### src/bsd_pkg.sv
// Shared types and constants for the 24-bit BMP stream decoder.
package bsd_pkg;

   localparam int MAX_DIM_DEF = 4096;

   localparam logic [15:0] BMP_MAGIC     = 16'h4D42;
   localparam logic [31:0] INFO_SIZE_OK  = 32'd40;
   localparam logic [15:0] DEPTH_OK      = 16'd24;
   localparam logic [5:0]  FILE_HDR_LAST = 6'd13;   // index of byte 14
   localparam logic [5:0]  HDR_LAST      = 6'd53;   // index of byte 54

   localparam logic KIND_PIXEL = 1'b0;
   localparam logic KIND_ERROR = 1'b1;

   typedef enum logic [2:0] {
      ST_OK        = 3'd0,
      ST_BAD_MAGIC = 3'd1,
      ST_BAD_INFO  = 3'd2,
      ST_BAD_BPP   = 3'd3,
      ST_ZERO_SIZE = 3'd4,
      ST_TRUNC     = 3'd5,
      ST_TOO_LARGE = 3'd6
   } status_type;

   typedef enum logic [3:0] {
      PH_HEADER = 4'b0001,
      PH_PIXEL  = 4'b0010,
      PH_PAD    = 4'b0100,
      PH_DROP   = 4'b1000
   } phase_type;

   // header parser view, valid for the beat currently offered
   typedef struct packed {
      logic       in_file_hdr;   // this beat is one of the first 13 bytes
      logic       file_end;      // this beat is byte 14
      logic       hdr_end;       // this beat is byte 54
      logic       magic_ok;
      status_type code;          // header check result, meaningful on hdr_end
      logic [1:0] pad;           // padding bytes per row
   } hdr_info_type;

endpackage

### src/bmp24_stream_decoder.sv
// Top level of the streaming 24-bit BMP decoder.
//
//  channel | direction | beat contents                          | handshake
//  req     | in        | data_byte, last_byte                   | req_valid / req_stall
//  rsp     | out       | result_kind, status, rgb, column, row,  | rsp_valid / rsp_stall
//          |           | last_pixel                             |
//
// One byte is taken per cycle while req_stall is low; a result appears in
// the cycle after the byte that completes it. All decode work sits between
// the byte and the result register, so with no stall the rate is one beat per cycle.
// reset is synchronous and returns the parser to the start of a file.
// req_stall is raised only while a result is held and rsp_stall is high.
module bmp24_stream_decoder import bsd_pkg::*; #(
   parameter int MAX_DIM = MAX_DIM_DEF
) (
   input  logic        clock,
   input  logic        reset,
   input  logic        req_valid,
   output logic        req_stall,
   input  logic [7:0]  req_data_byte,
   input  logic        req_last_byte,
   output logic        rsp_valid,
   input  logic        rsp_stall,
   output logic        rsp_result_kind,
   output logic [2:0]  rsp_status,
   output logic [7:0]  rsp_red,
   output logic [7:0]  rsp_green,
   output logic [7:0]  rsp_blue,
   output logic [11:0] rsp_column,
   output logic [11:0] rsp_row,
   output logic        rsp_last_pixel
);

   localparam int CNT_W = (MAX_DIM > 1) ? $clog2(MAX_DIM) : 1;

   phase_type          phase_ff, phase_in;
   logic [1:0]         bip_ff, bip_in;
   logic [1:0]         pad_ff, pad_in;
   logic [CNT_W-1:0]   col_ff, col_in;
   logic [CNT_W-1:0]   row_ff, row_in;
   logic [7:0]         blue_ff, green_ff;
   logic               rsp_valid_ff;
   logic               rsp_kind_ff, rsp_last_ff;
   status_type         rsp_status_ff;
   logic [7:0]         rsp_red_ff, rsp_green_ff, rsp_blue_ff;
   logic [11:0]        rsp_col_ff, rsp_row_ff;

   logic               take;
   logic               hdr_clear;
   logic               emit, emit_err, emit_final;
   status_type         err_code;
   logic               at_row_end;
   hdr_info_type       hdr_info;
   logic [CNT_W-1:0]   width_m1, height_m1;

   assign req_stall = rsp_valid_ff && rsp_stall;
   assign take      = req_valid && !req_stall;

   bsd_header #(.MAX_DIM(MAX_DIM)) u_header (
      .clock     (clock),
      .reset     (reset),
      .hdr_take  (take && phase_ff == PH_HEADER),
      .hdr_clear (hdr_clear),
      .data_byte (req_data_byte),
      .hdr_info  (hdr_info),
      .width_m1  (width_m1),
      .height_m1 (height_m1)
   );

   assign at_row_end = (col_ff == width_m1);

   always_comb begin
      phase_in   = phase_ff;
      bip_in     = bip_ff;
      pad_in     = pad_ff;
      col_in     = col_ff;
      row_in     = row_ff;
      hdr_clear  = 1'b0;
      emit       = 1'b0;
      emit_err   = 1'b0;
      emit_final = 1'b0;
      err_code   = ST_OK;

      if (take) begin
         case (phase_ff)
            PH_HEADER: begin
               if (hdr_info.file_end && !hdr_info.magic_ok) begin
                  emit_err = 1'b1;
                  err_code = ST_BAD_MAGIC;
               end else if (hdr_info.hdr_end) begin
                  if (hdr_info.code != ST_OK) begin
                     emit_err = 1'b1;
                     err_code = hdr_info.code;
                  end else if (req_last_byte) begin
                     emit_err = 1'b1;
                     err_code = ST_TRUNC;
                  end else begin
                     phase_in = PH_PIXEL;
                     col_in   = '0;
                     row_in   = height_m1;
                     bip_in   = 2'd0;
                     pad_in   = 2'd0;
                  end
               end else if (req_last_byte) begin
                  emit_err = 1'b1;
                  err_code = hdr_info.in_file_hdr ? ST_BAD_MAGIC : ST_BAD_INFO;
               end
            end
            PH_PIXEL: begin
               if (bip_ff != 2'd2) begin
                  bip_in = bip_ff + 2'd1;
                  if (req_last_byte) begin
                     emit_err = 1'b1;
                     err_code = ST_TRUNC;
                  end
               end else begin
                  bip_in = 2'd0;
                  if (at_row_end && row_ff == '0) begin
                     emit       = 1'b1;
                     emit_final = 1'b1;
                     phase_in   = PH_DROP;
                  end else if (req_last_byte) begin
                     emit_err = 1'b1;
                     err_code = ST_TRUNC;
                  end else begin
                     emit = 1'b1;
                     if (at_row_end) begin
                        col_in = '0;
                        row_in = row_ff - 1'b1;
                        pad_in = hdr_info.pad;
                        if (hdr_info.pad != 2'd0) begin
                           phase_in = PH_PAD;
                        end
                     end else begin
                        col_in = col_ff + 1'b1;
                     end
                  end
               end
            end
            PH_PAD: begin
               pad_in = pad_ff - 2'd1;
               if (pad_in == 2'd0) begin
                  phase_in = PH_PIXEL;
               end
               if (req_last_byte) begin
                  emit_err = 1'b1;
                  err_code = ST_TRUNC;
               end
            end
            default: begin
               // drop phase: nothing to do until the end of the file
            end
         endcase

         if (emit_err) begin
            emit     = 1'b1;
            phase_in = PH_DROP;
         end
         // end of file always rearms, whatever happened on this beat
         if (req_last_byte) begin
            phase_in  = PH_HEADER;
            hdr_clear = 1'b1;
            bip_in    = 2'd0;
            pad_in    = 2'd0;
         end
      end
   end

   always_ff @(posedge clock) begin
      if (reset) begin
         phase_ff <= PH_HEADER;
         bip_ff   <= '0;
         pad_ff   <= '0;
         col_ff   <= '0;
         row_ff   <= '0;
      end else begin
         phase_ff <= phase_in;
         bip_ff   <= bip_in;
         pad_ff   <= pad_in;
         col_ff   <= col_in;
         row_ff   <= row_in;
      end
   end

   always_ff @(posedge clock) begin
      if (take && phase_ff == PH_PIXEL) begin
         if (bip_ff == 2'd0) begin
            blue_ff <= req_data_byte;
         end
         if (bip_ff == 2'd1) begin
            green_ff <= req_data_byte;
         end
      end
   end

   always_ff @(posedge clock) begin
      if (reset) begin
         rsp_valid_ff <= 1'b0;
      end else if (!rsp_valid_ff || !rsp_stall) begin
         rsp_valid_ff <= emit;
      end
   end

   always_ff @(posedge clock) begin
      if (emit) begin
         if (emit_err) begin
            rsp_kind_ff   <= KIND_ERROR;
            rsp_status_ff <= err_code;
            rsp_red_ff    <= '0;
            rsp_green_ff  <= '0;
            rsp_blue_ff   <= '0;
            rsp_col_ff    <= '0;
            rsp_row_ff    <= '0;
            rsp_last_ff   <= 1'b0;
         end else begin
            rsp_kind_ff   <= KIND_PIXEL;
            rsp_status_ff <= ST_OK;
            rsp_red_ff    <= req_data_byte;
            rsp_green_ff  <= green_ff;
            rsp_blue_ff   <= blue_ff;
            rsp_col_ff    <= 12'(col_ff);
            rsp_row_ff    <= 12'(row_ff);
            rsp_last_ff   <= emit_final;
         end
      end
   end

   assign rsp_valid       = rsp_valid_ff;
   assign rsp_result_kind = rsp_kind_ff;
   assign rsp_status      = rsp_status_ff;
   assign rsp_red         = rsp_red_ff;
   assign rsp_green       = rsp_green_ff;
   assign rsp_blue        = rsp_blue_ff;
   assign rsp_column      = rsp_col_ff;
   assign rsp_row         = rsp_row_ff;
   assign rsp_last_pixel  = rsp_last_ff;

endmodule

### src/bsd_header.sv
// Header byte collector and field checks for the BMP stream decoder.
module bsd_header import bsd_pkg::*; #(
   parameter int MAX_DIM = MAX_DIM_DEF,
   localparam int CNT_W = (MAX_DIM > 1) ? $clog2(MAX_DIM) : 1
) (
   input  logic               clock,
   input  logic               reset,
   input  logic               hdr_take,
   input  logic               hdr_clear,
   input  logic [7:0]         data_byte,
   output hdr_info_type       hdr_info,
   output logic [CNT_W-1:0]   width_m1,
   output logic [CNT_W-1:0]   height_m1
);

   logic [5:0]  count_ff, count_in;
   logic [15:0] magic_ff;
   logic [31:0] info_size_ff;
   logic [31:0] width_ff;
   logic [31:0] height_ff;
   logic [15:0] depth_ff;
   status_type  code;

   always_comb begin
      count_in = count_ff;
      if (hdr_clear) begin
         count_in = '0;
      end else if (hdr_take) begin
         count_in = count_ff + 6'd1;
      end
   end

   always_ff @(posedge clock) begin
      if (reset) begin
         count_ff <= '0;
      end else begin
         count_ff <= count_in;
      end
   end

   // every field byte is written once per file before any check reads it
   always_ff @(posedge clock) begin
      if (hdr_take) begin
         if (count_ff < 6'd2) begin
            magic_ff[8*count_ff[0] +: 8] <= data_byte;
         end else if (count_ff >= 6'd14 && count_ff < 6'd18) begin
            info_size_ff[8*2'(count_ff - 6'd14) +: 8] <= data_byte;
         end else if (count_ff >= 6'd18 && count_ff < 6'd22) begin
            width_ff[8*2'(count_ff - 6'd18) +: 8] <= data_byte;
         end else if (count_ff >= 6'd22 && count_ff < 6'd26) begin
            height_ff[8*2'(count_ff - 6'd22) +: 8] <= data_byte;
         end else if (count_ff >= 6'd28 && count_ff < 6'd30) begin
            depth_ff[8*count_ff[0] +: 8] <= data_byte;
         end
      end
   end

   always_comb begin
      if (info_size_ff != INFO_SIZE_OK) begin
         code = ST_BAD_INFO;
      end else if (depth_ff != DEPTH_OK) begin
         code = ST_BAD_BPP;
      end else if (width_ff == '0 || height_ff == '0) begin
         code = ST_ZERO_SIZE;
      end else if (width_ff > 32'(MAX_DIM) || height_ff > 32'(MAX_DIM)) begin
         code = ST_TOO_LARGE;
      end else begin
         code = ST_OK;
      end
   end

   assign hdr_info.in_file_hdr = (count_ff < FILE_HDR_LAST);
   assign hdr_info.file_end    = (count_ff == FILE_HDR_LAST);
   assign hdr_info.hdr_end     = (count_ff == HDR_LAST);
   assign hdr_info.magic_ok    = (magic_ff == BMP_MAGIC);
   assign hdr_info.code        = code;
   // (4 - 3w mod 4) mod 4 reduces to w mod 4
   assign hdr_info.pad         = width_ff[1:0];

   assign width_m1  = CNT_W'(width_ff - 32'd1);
   assign height_m1 = CNT_W'(height_ff - 32'd1);

endmodule

### config.mk
export PLATFORM = sky130hd
export DESIGN_NAME = bmp24_stream_decoder
export DESIGN_NICKNAME = d
export VERILOG_FILES = /design/src/bsd_pkg.sv /design/src/bmp24_stream_decoder.sv /design/src/bsd_header.sv
export SDC_FILE = /design/constraint.sdc
export NUM_CORES = 1
export LEC_CHECK = 0
export ABC_CLOCK_PERIOD_IN_PS = 7800
export BUFFER_PORTS_ARGS = -buffer_cell sky130_fd_sc_hd__buf_2
export CAP_MARGIN = 20
export CORE_MARGIN = 1
export CORE_UTILIZATION = 65
export CTS_CLUSTER_SIZE = 20
export DETAILED_ROUTE_END_ITERATION = 10
export GPL_ROUTABILITY_DRIVEN = 0
export PLACE_DENSITY = 0.82
export SYNTH_ARGS = -nofsm -noshare
export SYNTH_HDL_FRONTEND = slang
export SYNTH_SLANG_ARGS = --single-unit
### constraint.sdc
create_clock -name clock -period 7.8 [get_ports clock]
set_input_delay 1.17 -clock clock [delete_from_list [all_inputs] [get_ports clock]]
set_output_delay 1.17 -clock clock [all_outputs]
set_load 0.02 [all_outputs]
==> results.md, run 1 <==
- The net total in the final layout is 942.
- The endpoint class of the critical path is a flip-flop.
- The count of buffers added on input and output ports is 67.
- Counting along the longest clock path gives a buffer depth of 3.
- The count of pins on the block boundary is 68.
- The cell at the root of the clock tree is clkbuf_16.
- The die area is 16,400 µm².
- The final layout contains routed wiring with a total length of 23,300 µm.
- Measured along the x axis, the die boundary spans 128 µm.
- The largest family of logic cells by synthesized area is simple AND/OR/NAND/NOR gates.
- The share of synthesized area occupied by flip-flops and latches is 0.649.
- Data on the critical path is required at its endpoint by 8.05 ns.
- The post-placement worst setup slack is 2.66 ns.
- The net switching power of the design is 0.000615 W.
- Setup repair after global routing left no endpoint under its margin.
- After the first detailed-routing iteration, the DRC count stood at 983.
- The cell area after placement is 10,800 µm².
- The routed length on met3 is 1860 µm.
- Cell internal power was estimated by the tool at 0.00213 W.
- The delay of the slowest cell on the worst path is 0.69 ns.
- Counting both buffers and inverters, the worst setup path holds a total of 2.
- Dividing the final minimum period by the clock period gives 0.629.
- The synthesized area per cell is 12.0 µm².
- The first global-routing pass estimated 36,500 µm of wire.
- The count of hold buffers inserted by post-cts repair is 0.
- In this run the worst hold path is classified as flip-flop to flip-flop.
- In the final routing, the length of wire on met1 measures 9350 µm.
- In the post-route analysis, the smallest setup slack over all paths is 2.90 ns.
- After detailed routing, the average wire length per cell comes to 20.3 µm.
- In the final timing run, aggregate negative setup slack is 0 ns.
- After synthesis the cells add up to 10,300 µm².
- After layout, the minimum clock period comes to 4.90 ns.
- The largest fanout of any net on the critical path is 48.
- The fraction of power consumed by sequential logic is 0.516.
- The tightest slew margin relative to the limit is 0.364.
- Detailed placement ended at an HPWL of 16,200 µm.
- The critical path is of the flip-flop to flip-flop type.
- The worst-case IR drop observed on VDD is 311 µV.
- Of the total power, the share spent switching nets is 0.224.
- Of the total synthesized cell area, the portion taken by XOR and XNOR cells is 0.0289.
- The number of gates resized after cts is 0.
- The final hold violation count is 0.
- The detailed route wirelength on metal2 is 11,100 µm.
- The insertion delay of the later-clocked pin in the worst-skew pair is 0.53 ns.
- The worst-margin pin slew is 0.944 ns.
- The growth of design area from synthesis to finish is 12.4%.
- The arrival time of data at the critical path endpoint is 5.16 ns.
- Summing over every cut layer, the via total after detailed routing is 7,308.
- The maximum number of pins on one net before global-route repair is 54.
- The worst setup path is launched from a flip-flop.
- The fill cell instance count of the final layout is 940.
- The max-capacitance violation count is 0.
- Global routing finished with a remaining overflow of 0.
- The number of max-slew violations in the final report is 0.
- The number of remaining DRC errors is 0.
- For this design the ratio of total power to cell area is 236 nW/µm².
- For this configuration, the core starts out at a cell density of 0.671.
- The part of the total power dissipated in the clock network is 0.425.
- By count the netlist is led by 197 x edfxtp_1, 101 x nor2_1, 60 x and2_1, 49 x nand2_1, 39 x dfxtp_1.
- The complex-gate fraction of the synthesized area was 0.0708.
- The post-synthesis mux area share is 0.00994.
- Counting distinct cell types in the post-synthesis netlist gives 68.
- For this run, asynchronously set or reset flops after synthesis account for 0.
- In the final layout, the share of cells above drive strength 1 is 0.134.
- The number of diodes is 0.
- For this run, the top clock speed supported by timing is 0.204 GHz.
- The total clock buffers created by CTS is 24.
- The CTS tree is done.
- Among cell families on the critical path, the largest total delay comes from simple AND/OR/NAND/NOR gates.
- The fraction of the mapped netlist area in simple logic gates is 0.198.
- The arithmetic-cell share of the synthesized area counting full adders, half adders and majority gates is 0.0133.
- For this design the static power due to leakage is 4.15 nW.
- For this design, the slowest cell found on the critical path is or4b_1.
- Yosys instantiated no cell more often than edfxtp_1.
- For the final database, setup skew stands at 0.0322 ns.
- After routing the design area is 11,600 µm².
- Traced cell by cell, the critical path runs through inv_1 > ha_1 > nor2b_1 > a31oi_1 > a31o_1 > or4_4 > or4b_1 > o211ai_2 > a31o_2 > nand2_2 > buf_12.
- The most instantiated flip-flop cell in the synthesis netlist is edfxtp_1.
- The post-CTS repair timing setup buffer count is 0.
- The total global-route track usage is 0.293.
- In this run the number of H-tree levels came out at 1.
- The top layer used by detailed routing is met4.
- The residual antenna-violating net count after detailed routing is 0.
- Of the total power, combinational logic draws 0.060.
- The number of detailed-routing iterations run before antenna repair is 6.
- In this run the vertical extent of the chip is 128 µm.
- The core occupancy in the finished layout is 0.755.
- Setup violations remaining at the end of the flow were counted as 0.
- The initial antenna violation count came to 0.
- The number of nets in the synthesized netlist is 882.
- The CTS clock-pin slew for the worst setup and hold paths is 0.07 ns.
- The number of global-route vias before repair came to 6,880.
- The placement row count is 45.
- The mean number of vias per cell is 6.37.
- The number of synthesis warnings is 0.
- The number of sinks driven by the clock tree is 236.
- Yosys mapped a number of flops with a built-in enable equal to 197.
- The register bit total from synthesis is 236.
- The library cell occupying the most area in the post-synthesis netlist is edfxtp_1.
- In the post-synthesis netlist, the biggest area contributors are edfxtp_1 57%, dfxtp_1 7.6%, nor2_1 3.7%.
- Synthesis produced 858 cells.
- The standard cell core area is 15,400 µm².
- The share of Yosys cell area claimed by the top area cell type is 0.573.
- The flow ran to the end, and the final reports show no timing, DRC or antenna violations.
## metrics by stage
stage	std cells	hold WS (ns)	power (W)
after global routing	1147	0.523	0.00280
final	1147	0.494	0.00274
after global placement	1101	0.458	0.00159
after detailed placement	1101	0.467	0.00160
after CTS	1145	0.481	0.00274
after floorplan	858	0.445	0.00154
## tightest hold or removal path: cells and delay by family, from the launching register on
family / cells / cell delay, ns
simple gates: 1 / 0.07
flops: 1 / 0.33
compound gates: 1 / 0.05
## final cells by class
type	instances	area, µm²	share of cell area
flip-flops and latches	236	6700	0.577
multi-input cells	548	3330	0.287
clock buffers	33	644	0.0555
repair buffers	71	375	0.0324
well taps	211	264	0.0228
clock inverters	11	155	0.0134
inverters	37	139	0.0120
## logic make-up (layout without fill, tap and decap cells)
kind of cell	Yosys count	after routing
AOI/OAI and AO/OA	112	112
xor gates and xnor gates	34	34
adders and majority gates	11	11
buffers and inverters	74	152
DFF	236	236
muxes	10	10
and+or+nand+nor	381	381
## layout by cell type, fill, tap and decap left out, types with 14 or more instances in the layout
cell and count:
dfxtp_1 39, xnor2_1 21, a21oi_1 27, o21ai_0 25, nand2_1 48, nor4_1 31, nor3_1 35, inv_1 36
edfxtp_1 197, buf_2 68, nand4_1 14, nand3_1 17, and2_1 60, clkbuf_16 24, nor2_1 101
## final timing paths
kind                        startpoint       endpoint  slack [ns]  depth (start not counted)
setup reg to reg  u_header.width_ff[0]  rsp_column[2]        2.90                         11
setup / recovery  u_header.width_ff[0]  rsp_column[2]        2.90                         11
hold reg to reg              pad_ff[0]      pad_ff[0]        0.49                          2
hold / removal               pad_ff[0]      pad_ff[0]        0.49                          2
## state kept, by name (all words and copies together), names as in the netlist, 16 cells and up
name / cells
u_header.width_ff: 32
u_header.info_size_ff: 32
u_header.height_ff: 32
u_header.magic_ff: 16
u_header.depth_ff: 16
## metal layers
layer	track usage	vias up
li1	-	3278
met1	0.399	3458
met2	0.477	482
met3	0.0417	90
met4	0.123	0
met5	0	-
## power groups by stage
stage          Sequential (W)  Clock [W]  Combinational [W]
6_report              0.00141    0.00116           0.000164
4_1_cts               0.00141    0.00117           0.000160
2_1_floorplan         0.00146          0          0.0000858
3_5_place_dp          0.00144          0           0.000158
5_1_grt               0.00141    0.00121           0.000176
3_3_place_gp          0.00144          0           0.000152
(Power assumes the default switching activity.)
==> inputs of run 2 (changes only) <==
--- a/config.mk
+++ b/config.mk
@@ -5,15 +5,15 @@
 export SDC_FILE = /design/constraint.sdc
 export NUM_CORES = 1
 export LEC_CHECK = 0
-export ABC_CLOCK_PERIOD_IN_PS = 7800
+export ABC_CLOCK_PERIOD_IN_PS = 4900
 export BUFFER_PORTS_ARGS = -buffer_cell sky130_fd_sc_hd__buf_2
 export CAP_MARGIN = 20
 export CORE_MARGIN = 1
-export CORE_UTILIZATION = 65
+export CORE_UTILIZATION = 60
 export CTS_CLUSTER_SIZE = 20
 export DETAILED_ROUTE_END_ITERATION = 10
 export GPL_ROUTABILITY_DRIVEN = 0
-export PLACE_DENSITY = 0.82
+export PLACE_DENSITY = 0.76
 export SYNTH_ARGS = -nofsm -noshare
 export SYNTH_HDL_FRONTEND = slang
 export SYNTH_SLANG_ARGS = --single-unit
==> constraint.sdc (replaced) <==
create_clock -name clock -period 4.9 [get_ports clock]
set_input_delay 0.735 -clock clock [delete_from_list [all_inputs] [get_ports clock]]
set_output_delay 0.735 -clock clock [all_outputs]
set_load 0.02 [all_outputs]
==> run 2 against run 1 <==
Effect of this change:
- combinational power up 61%
- sequential share of layout area down 0.50 points
- maximum frequency up 16%
- count of clock-buffer cells in the layout down 8
- power up 64%
- non-clock buffer count up 2
- critical path depth unchanged
- utilization down 5.4 points
- via count down 2.2%
- largest cell class unchanged
==> results.md, run 2 (synthesis gave the netlist of run 1 again) <==
- The run finished with clean final reports.
- Relative to the synthesized area, the layout overhead comes to 13.4%.
- The area occupied by multi-input gates is 3330 µm² (unchanged).
- The number of global-route vias before repair was 6,891 (+0.16%).
- The post-route fraction of the period consumed by the critical path came to 0.863 (+0.234).
- The final setup skew is 0.0105 ns (-0.0217 ns).
- The net total in the final layout is 945 (+0.32%).
- The total number of vias came to 7,150 (-2.2%).
- The post-placement worst setup slack came to 0.693 ns (-1.96 ns).
- The CTS tree is done.
- The number of diodes is 0 (unchanged).
- The fill cell instance count of the final layout is 1,183 (+26%).
- The chip height is 133 µm (+4.0%).
- The routed length on met3 is 1690 µm (-8.9%).
- The placement row count was 47 (+4.4%).
- The endpoint class of the critical path is a flip-flop.
- Leaving out fill and tap cells, the most frequent cell in the layout is edfxtp_1.
- The count of endpoints failing setup in the final report was 0 (unchanged).
- The starting density of the core is 0.618 (-0.0535).
- The total global-route track usage came to 0.263 (-0.0292).
- The initial antenna violation count is 0 (unchanged).
- The area occupied by registers came to 6700 µm² (unchanged).
- The die width came to 133 µm (+4.0%).
- The post-route setup TNS is 0 ns (unchanged).
- The largest registers in the layout are u_header.height_ff (32), u_header.info_size_ff (32), u_header.width_ff (32).
- The number of remaining DRC errors is 0 (unchanged).
- The tightest min-delay check is of the flip-flop to flip-flop type.
- The number of detailed-routing iterations run before antenna repair is 6 (unchanged).
- The worst-margin pin slew came to 0.872 ns (-0.0714 ns).
- The standard cell core area was 16,700 µm² (+8.7%).
- The worst setup path is of the flip-flop to flip-flop kind.
- The detailed route wirelength on metal2 is 11,100 µm (+0.15%).
- The cell at the root of the clock tree is clkbuf_16.
- Setup repair after global routing left no endpoint under its margin.
- The final total power is 0.00449 W (+64%).
- The largest fanout of any net on the critical path is 45 (-6.3%).
- The number of max-slew violations in the final report is 0 (unchanged).
- The shortest clock period the worst path allows after layout is 4.23 ns (-0.675 ns).
- The final hold violation count was 0 (unchanged).
- The final HPWL from detailed placement came to 16,300 µm (+0.58%).
- The top layer used by detailed routing is met4.
- The maximum clock frequency is 0.236 GHz (+16%).
- The count of pins on the block boundary came to 68 (unchanged).
- The static leakage is 4.21 nW (+1.4%).
- The insertion delay of the later-clocked pin in the worst-skew pair is 0.52 ns (about the same).
- The global-route wire length before repair is 36,100 µm (-1.1%).
- The routed metal-1 wirelength was 9250 µm (-1.0%).
- The data required time at the worst endpoint is 5.16 ns (-2.89 ns).
- The tightest slew margin relative to the limit came to 0.404 (+0.0392).
- In the layout the commonest cells are 197 x edfxtp_1, 101 x nor2_1, 68 x buf_2, 60 x and2_1, 48 x nand2_1.
- The sort of element at the start of the critical path is a flip-flop.
- The final worst slack is 0.670 ns (-2.22 ns).
- The mean number of vias per cell is 6.17 (-3.2%).
- The post-CTS repair timing setup buffer count is 0 (unchanged).
- The maximum number of pins on one net before global-route repair is 46 (-15%).
- The ratio of cells with drive above 1 in the final layout is 0.144 (+0.0102).
- The count of hold buffers inserted by post-cts repair is 0 (unchanged).
- The CTS clock-pin slew for the worst setup and hold paths is 0.06 ns (about the same).
- The number of levels the H-tree was split into came to 1 (unchanged).
- The number of gates resized after cts is 0 (unchanged).
- The die area was 17,700 µm² (+8.2%).
- The final routed wirelength across all metal layers is 23,000 µm (-1.2%).
- The worst vdd rail ir drop is 378 µV (+22%).
- The arrival time of data at the critical path endpoint was 4.49 ns (-0.67 ns).
- The buffer depth of the longest clock path is 3 (unchanged).
- The areal power density over the cells is 384 nW/µm² (+62%).
- The first-iteration detailed-routing DRC count is 811 (-17%).
- The total overflow reported by the global router is 0 (unchanged).
- The max-capacitance violation count is 0 (unchanged).
- The total clock buffers created by CTS is 25 (+4.2%).
- The port buffer count is 67 (unchanged).
- The number of sinks driven by the clock tree is 236 (unchanged).
- The final routed wire length divided by cell count is 19.8 µm (-2.3%).
- The residual antenna-violating net count after detailed routing came to 0 (unchanged).
-- run 2: cell count changes in the layout (fill, tap and decap cells not counted) --
| cell | previous run | this run |
|---|---|---|
| clkbuf_8 | 1 | 0 |
| clkinv_1 | 1 | 2 |
| clkbuf_16 | 24 | 25 |
| clkbuf_1 | 8 | 0 |
| inv_6 | 0 | 3 |
| bufinv_16 | 3 | 5 |
| clkinv_8 | 1 | 0 |
| buf_4 | 2 | 4 |
| clkinv_2 | 2 | 6 |
-- run 2: path summary, 6_finish.rpt --
check,depth (start not counted),to,slack (ns),from
min,2,pad_ff[0],0.49,pad_ff[0]
max reg2reg,11,rsp_column[2],0.67,u_header.width_ff[0]
max,11,rsp_column[2],0.67,u_header.width_ff[0]
min reg2reg,2,pad_ff[0],0.49,pad_ff[0]
-- run 2: routing by layer --
metal,vias up,global-route usage
met1,3426,0.349
met4,0,0.110
met5,-,0
met3,69,0.0388
met2,366,0.438
li1,3289,-
-- run 2: cell type report --
cell class | count | area share
Multi-Input combinational cell | 548 | 0.284
Timing Repair Buffer | 73 | 0.0334
Clock inverter | 20 | 0.0213
Inverter | 37 | 0.0119
Sequential cell | 236 | 0.572
Clock buffer | 25 | 0.0535
Tap cell | 220 | 0.0235
-- run 2: per-stage QoR --
stage	hold WS, ns	util	cells	instance area (µm²)
2_1_floorplan	0.445	-	858	10300
3_3_place_gp	0.465	0.648	1113	10800
3_5_place_dp	0.473	0.648	1113	10800
4_1_cts	0.481	0.700	1158	11700
5_1_grt	0.491	0.701	1159	11700
6_report	0.492	0.701	1159	11700
-- run 2: power breakdown --
| part | switching (W) | total (W) | internal [W] |
|---|---|---|---|
| sequential | 0.0000155 | 0.00224 | 0.00223 |
| combinational | 0.000196 | 0.000264 | 0.0000681 |
| clock | 0.000775 | 0.00198 | 0.00121 |
-- run 2: worst max-delay path, cell delays in order, from the launching register on --
cell	delay, ns
edfxtp_1	0.43
inv_1	0.06
ha_1	0.26
nor2b_1	0.20
or3_1	0.35
a31o_1	0.18
or4_4	0.55
or4b_1	0.70
o211ai_2	0.21
a31o_2	0.45
nand2_2	0.26
buf_12	0.26
